===== src/hw/rtl/mbrc_pkg.sv =====
// Types and fixed constants of the Modbus RTU reply checker.
// No dependencies; every other file of the block but assert_macros.svh imports it.
`default_nettype none

package mbrc_pkg;

  localparam int BYTE_W         = 8;
  localparam int STATUS_W       = 3;
  localparam int REG_INDEX_W    = 3;
  localparam int REG_VALUE_W    = 16;
  localparam int CRC_W          = 16;
  localparam int CFG_INDEX_W    = 2;
  localparam int CFG_DATA_W     = 8;
  localparam int WORD_COUNT_W   = 4;
  localparam int WORD_COUNT_MAX = 15;

  localparam logic [CRC_W-1:0]  CRC_INIT = 16'hFFFF;
  localparam logic [CRC_W-1:0]  CRC_POLY = 16'hA001;
  localparam logic [BYTE_W-1:0] FC_READ  = 8'h03;
  localparam logic [BYTE_W-1:0] FC_WRITE = 8'h06;

  // Frame layout
  localparam int ECHO_LEN      = 8;
  localparam int READ_OVERHEAD = 5;
  localparam int CRC_BYTES     = 2;
  localparam int POS_ADDR      = 0;
  localparam int POS_FUNC      = 1;
  localparam int POS_COUNT     = 2;
  localparam int POS_DATA      = 3;
  localparam int POS_ECHO      = 5;

  typedef enum logic [STATUS_W-1:0] {
    ST_OK    = 3'd0,
    ST_SHORT = 3'd1,
    ST_ADDR  = 3'd2,
    ST_FUNC  = 3'd3,
    ST_COUNT = 3'd4,
    ST_ECHO  = 3'd5,
    ST_CRC   = 3'd6
  } status_t;

  typedef enum logic [CFG_INDEX_W-1:0] {
    CFG_SLAVE_ADDRESS = 2'd0,
    CFG_WORD_COUNT    = 2'd1,
    CFG_FRAME_KIND    = 2'd2,
    CFG_ECHO_VALUE    = 2'd3
  } cfg_idx_t;

  typedef struct packed {
    logic clear;
    logic start;
  } crc_ctrl_t;

endpackage

`default_nettype wire


===== src/hw/rtl/mbrc_crc_serial.sv =====
// Bit-serial CRC-16 engine (reflected polynomial), one data bit per clock.
// Depends on mbrc_pkg for the polynomial, start value and control struct.
`default_nettype none

module mbrc_crc_serial import mbrc_pkg::*; (
  input  wire logic              clk,
  input  wire logic              rst,
  input  wire crc_ctrl_t         ctrl,
  input  wire logic [BYTE_W-1:0] data,
  output logic      [CRC_W-1:0]  crc,
  output logic                   busy
);

  logic [BYTE_W-1:0] shreg;
  logic [2:0]        bit_cnt;
  logic [CRC_W-1:0]  crc_next;
  logic              feedback;

  // LSB first: feedback is the outgoing CRC bit against the incoming data bit
  always_comb begin
    feedback = crc[0] ^ shreg[0];
    crc_next = (crc >> 1) ^ (feedback ? CRC_POLY : '0);
  end

  always_ff @(posedge clk) begin
    if (rst) begin
      crc     <= CRC_INIT;
      busy    <= 1'b0;
      bit_cnt <= '0;
    end else if (ctrl.clear) begin
      crc     <= CRC_INIT;
      busy    <= 1'b0;
      bit_cnt <= '0;
    end else if (ctrl.start) begin
      shreg   <= data;
      busy    <= 1'b1;
      bit_cnt <= '0;
    end else if (busy) begin
      crc     <= crc_next;
      shreg   <= shreg >> 1;
      bit_cnt <= bit_cnt + 3'd1;
      if (bit_cnt == 3'd7) begin
        busy <= 1'b0;
      end
    end
  end

endmodule

`default_nettype wire


===== config.mk =====
export PLATFORM = sky130hd
export DESIGN_NAME = mbrc_crc_serial
export DESIGN_NICKNAME = d
export VERILOG_FILES = /design/src/hw/rtl/mbrc_pkg.sv /design/src/hw/rtl/mbrc_crc_serial.sv
export SDC_FILE = /design/constraint.sdc
export NUM_CORES = 1
export LEC_CHECK = 0
export ABC_AREA = 1
export BUFFER_PORTS_ARGS = -buffer_cell sky130_fd_sc_hd__buf_2
export CAP_MARGIN = 10
export CORE_MARGIN = 10
export CORE_UTILIZATION = 40
export DETAILED_ROUTE_END_ITERATION = 7
export PLACE_DENSITY_LB_ADDON = 0.25
export SLEW_MARGIN = 40
export SYNTH_ARGS = -nofsm -noshare
export SYNTH_HDL_FRONTEND = slang
export SYNTH_SLANG_ARGS = --single-unit

===== constraint.sdc =====
create_clock -name clk -period 1.68 [get_ports clk]
set_input_delay 0.336 -clock clk [delete_from_list [all_inputs] [get_ports clk]]
set_output_delay 0.336 -clock clk [all_outputs]
set_load 0.01 [all_outputs]

# Word-level counts from Yosys, hierarchy flattened
# Index checks and enable logic that the tools add are counted.
# totals
ff_bits	28
# classes
n_addsub	1
n_eq_ne	1
n_mux	6
bitwise	5
n_reduce_logical	5
# ops
operator	n
$mux 16	1
$mux 8	2
$xor 15x16->16	1
$add 3x1->3 const B	1
$eq 3x3->1 const B	1
$mux 1	3
$not 1->1	3
$reduce_and 3->1	1
$reduce_or 3->1	1
$reduce_and 2->1	1
$reduce_bool 2->1	1
$reduce_or 2->1	1
$xor 1x1->1	1

# Longest topological paths before layout
# Gate-level depths: netlist (run 1).
# logic_depth
word_depth	4
depth_mapped	6
depth_no_buf	5

# Worst setup path after synthesis (run 1)
# OpenSTA, ideal clock, no wires.
# synth_path
kind	input port to flip-flop
from	input ctrl[1] (netlist bit)
to	register shreg[0], enable pin
setup_time_ns	0.324
t_arrival_ns	0.997
t_required_ns	1.356
path_slack_ns	0.359
stages	3
path_cell_list	nor2_1 o21ai_0 inv_1
# synth_via
elab_chain_cells	2
# synth_rtl
element	line_no	rtl
start: declaration	mbrc_crc_serial.sv:8	input wire crc_ctrl_t ctrl,
$not 1->1 (no source line)	-	
$reduce_and 3->1 (no source line)	-	
end signal: assignment	mbrc_crc_serial.sv:35	shreg <= data;
end signal: assignment	mbrc_crc_serial.sv:40	shreg <= shreg >> 1;
end: declaration	mbrc_crc_serial.sv:14	logic [BYTE_W-1:0] shreg;
# Every way passes these cells.
# A chain may end at the register's enable or synchronous reset.

# Worst setup path in the final report (run 1)
# layout_path
from	register busy
to	output busy
# layout_rtl
element	line_no	rtl
start: declaration	mbrc_crc_serial.sv:11	output logic busy
start signal: assignment	mbrc_crc_serial.sv:28	busy <= 1'b0;
start signal: assignment	mbrc_crc_serial.sv:32	busy <= 1'b0;
start signal: assignment	mbrc_crc_serial.sv:36	busy <= 1'b1;
# No word-level cell between the ends.

==> out/metrics.yaml, run 1 <==
htreeDepth: 1
slew_violations: 0
num_vias: 923
cts_buffer_depth: 2
avgSynthCellArea_um2: 8.38
hold_start: "data[3]"
clk_latency_ns: 0.32
synthCells: 146
final_util_pct: 44.4
post_drt_wl_per_cell_um: 11.5
drt_iter0_markers: 84
hp-class: "primary input to flip-flop"
cp_cell_sequence: "buf_2"
initial_core_util_pct: 41.1
root_buffer: "clkbuf_4"
drc: 0
dp_slack_ns: 0.327
core-area_um2: 2980
yosys_warnings: 0
fmax_ghz: 0.765
post-cts-setup-buffers: 0
grt_overflow: 0
min_path_cells: 3
synth_top_area_share_pct: 32.7
area_delta_synth_final_pct: 8.08
critPathLaunchType: "flip-flop"
grt_pass1_vias: 927
peakVddDrop_mv: 0.398
cp.buffers_inverters: 1
cellPowerDensity_nw_per_um2: 855
holdBufCountCts: 0
worstReg2RegEnd: "crc[13]$_SDFFE_PP1P_"
fp-row-count: 20
period_needed_ns: 1.31
r2r_cells: 5
crit_arrival_ns: 0.97
numCtsBuffers: 3
finalHoldViolCount: 0
grt_pass1_wl_um: 3900
setup_viol: 0
synth_area_leaders: "dfxtp_1 33%, edfxtp_1 20%, nand2_1 18%"
finClkSkew_ns: 0.00225
crit_path_top_delay_cell: "dfxtp_1"
path_max_fanout: 6
clk_pin_slew_ns: 0.14
p_leak_nw: 0.645
rr_startpoint: "busy$_SDFF_PP0_"
synth_cell_types: 16
cp_top_family: "flip-flops"
grt_max_degree: 20
track_usage_pct: 8.70
worstSetupPathType: "flip-flop to primary output"
place.gp.congestion: 0.757
portBuffers: 28
die_area_um2: 5670
seq_area_frac_synth_pct: 52.4
die_h_um: 75.3
fin_nets: 177
synthesis.nets: 160
drive_above_1_share_pct: 22.8
pin_count: 29
maxCapViolCount: 0
antenna_found_initial: 0
finalSetupTns_ns: 0
netlist_area_um2: 1220
required_ns: 1.34
synth_area_leader_cell: "dfxtp_1"
clkSinkCount: 28
dp_hpwl_um: 1690
routed_wl_um: 2240
crit_path_max_incr_delay_ns: 0.47
diodes: 0
worst_setup_path_end_kind: "primary output"
rsz0062_at_grt: "false"
die_x_um: 75.3
ctsResizeCount: 0
max_slew_margin_pct: 78.7
yosys_register_bits: 28
r2r_slack_ns: 0.39
worst_hold_path.endpoint: "shreg[3]$_DFFE_PP_"
drt-pass1-iter-count: 4
final.period_utilization_pct: 77.8
status: "complete, no violations"
cts_tree: "yes"
ant_nets: 0
viasPerCell: 4.73
setup_ws_ns: 0.374
tightestPinTransition_ns: 0.319
-- cell usage after synthesis, drive strengths merged --
cell and instances:
a21oi 5, buf 17, dfxtp 20, edfxtp 8, ha 2, inv 10
nand2 58, nand3 19, nor2 3, o211ai 2, o21ai 1, xnor2 1
-- cell families (layout without fill, tap and decap cells) --
family	Yosys count	after routing	share of synthesized area, %
xor gates and xnor gates	1	1	0.716
buffers and inverters	27	43	13.4
and+or+nand+nor	80	80	27.8
adders and majority gates	2	2	2.04
DFF	28	28	52.4
AOI/OAI and AO/OA	8	8	3.68
-- sequential cells by signal (all words and copies together) (netlist names) --
name	cells
shreg	8
crc	16
busy	1
bit_cnt	3
-- power breakdown --
part | leakage [nW] | internal [mW] | total, mW | switching [mW]
combinational | 0.388 | 0.0328 | 0.0877 | 0.0550
sequential | 0.237 | 0.711 | 0.720 | 0.00886
clock | 0.0210 | 0.133 | 0.323 | 0.190
total | 0.645 | 0.877 | 1.13 | 0.254
-- per-stage QoR --
stage	area, um2	std cells	hold WS, ns	power [mW]
6_report	1320	195	0.267	1.13
5_1_grt	1320	195	0.246	1.20
2_1_floorplan	1220	146	0.444	0.799
4_1_cts	1320	195	0.249	1.15
3_3_place_gp	1290	191	0.457	0.822
3_5_place_dp	1290	191	0.465	0.824
-- cell usage in the layout, fill, tap and decap left out, types with 2 or more instances in the layout --
cell type	instances
nand2_1	58
buf_2	28
dfxtp_1	20
nand3_1	19
edfxtp_1	8
inv_1	7
a21oi_1	5
inv_2	3
clkbuf_4	3
nor2_1	2
o211ai_1	2
ha_1	2
-- tightest hold or removal path, delay by kind of cell --
| family | cells | cell delay, ns |
|---|---|---|
| AND/OR/NAND/NOR | 2 | 0.09 |
| buffers and inverters | 1 | 0.07 |
-- routing by layer --
metal  GRT usage [%]  part of all wire [%]  vias to the layer above
met1            10.7                    46                      414
met4            3.71                   1.2                        0
met3            2.08                   4.7                        4
li1                -                     -                      484
met2            14.2                    48                       21
met5               0                     0                        -
-- worst max-delay path by stage --
stage,start,endpoint,slack [ns],cells after the start
finish,busy$_SDFF_PP0_,busy,0.37,1
global route,busy$_SDFF_PP0_,crc[0]$_SDFFE_PP1P_,0.20,5
CTS,busy$_SDFF_PP0_,busy,0.36,1
detailed placement,ctrl[0],shreg[3]$_DFFE_PP_,0.33,3
global placement,ctrl[0],shreg[3]$_DFFE_PP_,0.37,3
floorplan,ctrl[1],shreg[0]$_DFFE_PP_,0.36,3
-- area by class of cell --
type	count	area, um2
Tap cell	33	41.3
Clock buffer	4	36.3
Sequential cell	28	641
Inverter	10	37.5
Timing Repair Buffer	29	148
Fill cell	303	1660
Multi-Input combinational cell	91	419
No activity file was read; power rests on OpenSTA's default activity.
==> run 2, diff against run 1 <==
==> constraint.sdc (replaced) <==
create_clock -name clk -period 1.2 [get_ports clk]
set_input_delay 0.24 -clock clk [delete_from_list [all_inputs] [get_ports clk]]
set_output_delay 0.24 -clock clk [all_outputs]
set_load 0.01 [all_outputs]
==> out/metrics.yaml, run 2 (synthesized netlist as in run 1, its figures left out) <==
grt_max_degree: 19  # -5.0%
clk_latency_ns: 0.33  # about the same
top_register: "crc"
crit_arrival_ns: 0.89  # -0.08 ns
grt_overflow: 0  # unchanged
final_util_pct: 45.7  # +1.3 points
grt_pass1_vias: 923  # -0.43%
ant_nets: 0  # unchanged
viasPerCell: 4.77  # +0.83%
final.period_utilization_pct: 94.5
final_common_cell: "nand2_1"
path_max_fanout: 4  # -2
root_buffer: "clkbuf_4"
die_area_um2: 5670  # unchanged
num_vias: 945  # +2.4%
cellPowerDensity_nw_per_um2: 1240  # +45%
clkSinkCount: 28  # unchanged
place.gp.congestion: 0.720  # -4.9%
largest_register_ff_count: 16  # unchanged
final_cell_mix: "58 x nand2_1, 28 x buf_2, 19 x nand3_1, 19 x dfxtp_1, 8 x edfxtp_1"
required_ns: 0.96  # -0.38 ns
fin_nets: 180  # +1.7%
crit_path_max_incr_delay_ns: 0.41  # -0.06 ns
maxCapViolCount: 0  # unchanged
track_usage_pct: 9.05  # +0.35 points
post-cts-setup-buffers: 0  # unchanged
setup.worst_path.end: "busy"
drive_above_1_share_pct: 26.1  # +3.2 points
r2r_slack_ns: 0.11  # -0.28 ns
routed_wl_um: 2440  # +8.7%
rr_startpoint: "bit_cnt[0]$_SDFFE_PP0P_"
die_h_um: 75.3  # unchanged
cp_cell_sequence: "buf_2"
crit_cells: 1  # unchanged
crit_path_top_delay_cell: "dfxtp_1"
area_delta_synth_final_pct: 11.1
diodes: 0  # unchanged
seqCellArea_um2: 642  # +0.20%
dp_hpwl_um: 1810  # +7.4%
cts_buffer_depth: 2  # unchanged
finalHoldViolCount: 0  # unchanged
final-instance-count-excl-fill: 198  # +1.5%
worstReg2RegEnd: "bit_cnt[2]$_SDFFE_PP0P_"
multiInputGateArea_um2: 422  # +0.60%
peakVddDrop_mv: 0.535  # +34%
critPathLaunchType: "flip-flop"
hp-class: "primary input to flip-flop"
htreeDepth: 1  # unchanged
drc: 0  # unchanged
cp_top_family: "flip-flops"
r2r_cells: 4  # -1
grt_pass1_wl_um: 4010  # +2.8%
drt-pass1-iter-count: 4  # unchanged
post_drt_wl_per_cell_um: 12.3  # +7.0%
startpoint: "busy$_SDFF_PP0_"
rsz0062_at_grt: "false"
cp.buffers_inverters: 1  # unchanged
tightestPinTransition_ns: 0.293  # -0.0266 ns
setup_viol: 0  # unchanged
slew_violations: 0  # unchanged
finClkSkew_ns: 0.00174  # -0.000504 ns
antenna_found_initial: 0  # unchanged
drt_iter0_markers: 95  # +13%
die_x_um: 75.3  # unchanged
portBuffers: 28  # unchanged
design_area_um2: 1360  # +2.8%
fp-row-count: 20  # unchanged
p_leak_nw: 0.663  # +2.8%
numCtsBuffers: 3  # unchanged
pin_count: 29  # unchanged
fin_hold_ws_ns: 0.150  # -0.117 ns
dpl.cell_count: 194  # +1.6%
clk_pin_slew_ns: 0.15  # about the same
max_slew_margin_pct: 80.3  # +1.6 points
fillers: 302  # -0.33%
initial_core_util_pct: 41.1  # unchanged
largest_registers: "crc (16), shreg (8), bit_cnt (3)"
worstSetupPathType: "flip-flop to primary output"
cts_tree: "yes"
period_needed_ns: 1.13
fmax_ghz: 0.882
status: "complete, no violations"
holdBufCountCts: 0  # unchanged
dpl_cell_area_um2: 1310  # +1.9%
core-area_um2: 2980  # unchanged
worst_setup_path_end_kind: "primary output"
## run 2: cell types whose count changed in the layout (fill, tap and decap cells not counted), sizes merged
cell | previous run | this run
buf | 29 | 32
## run 2: worst min path at each step
stage | from | end | cells past startpoint
global route | data[7] | shreg[7]$_SDFFCE_PN0P_ | 3
finish | data[7] | shreg[7]$_SDFFCE_PN0P_ | 3
CTS | data[7] | shreg[7]$_SDFFCE_PN0P_ | 3
global placement | bit_cnt[2]$_SDFFE_PP0P_ | bit_cnt[2]$_SDFFE_PP0P_ | 2
detailed placement | bit_cnt[1]$_SDFFE_PP0P_ | bit_cnt[1]$_SDFFE_PP0P_ | 2
floorplan | rst | crc[7]$_SDFFE_PP1P_ | 2
## run 2: cell type report
type / instances / share of cell area [%]
Sequential cell: 28 / 47.2
Timing Repair Buffer: 32 / 12.5
Tap cell: 33 / 3.04
Inverter: 10 / 2.76
Multi-Input combinational cell: 91 / 31.0
Clock buffer: 4 / 3.50
## run 2: per-layer routing
metal,global-route usage [%],part of all wire (%)
met2,15.4,51
met4,4.33,1.6
met1,10.1,41
met5,0,0
met3,2.73,6.4
## run 2: report_power, final
part,internal [mW],switching (mW)
Clock,0.255,0.286
Combinational,0.0517,0.0818
Sequential,0.996,0.0116
## run 2: worst register-to-register path: cells and delay by family, from the launching register on
kind / cells / cell delay, ns
adder cells (fa/ha/maj): 2 / 0.47
AND/OR/NAND/NOR: 1 / 0.05
AO/OA/AOI/OAI: 1 / 0.15
flip-flops: 1 / 0.36
## run 2: metrics by stage
| stage | worst slack [ns] | TNS (ns) | total power, mW |
|---|---|---|---|
| 2_1_floorplan | 0.0814 | 0 | 1.12 |
| 4_1_cts | 0.0211 | 0 | 1.71 |
| 3_3_place_gp | 0.0609 | 0 | 1.16 |
| 3_5_place_dp | -0.0106 | -0.0834 | 1.16 |
| 5_1_grt | 0.0116 | 0 | 1.76 |
| 6_report | 0.0660 | 0 | 1.68 |
## run 2: repair_timing
action / CTS / global route
endpoints found under the setup margin: 0 / 9
endpoints found under the hold margin: 0 / 0
resized for setup: 0 / 2
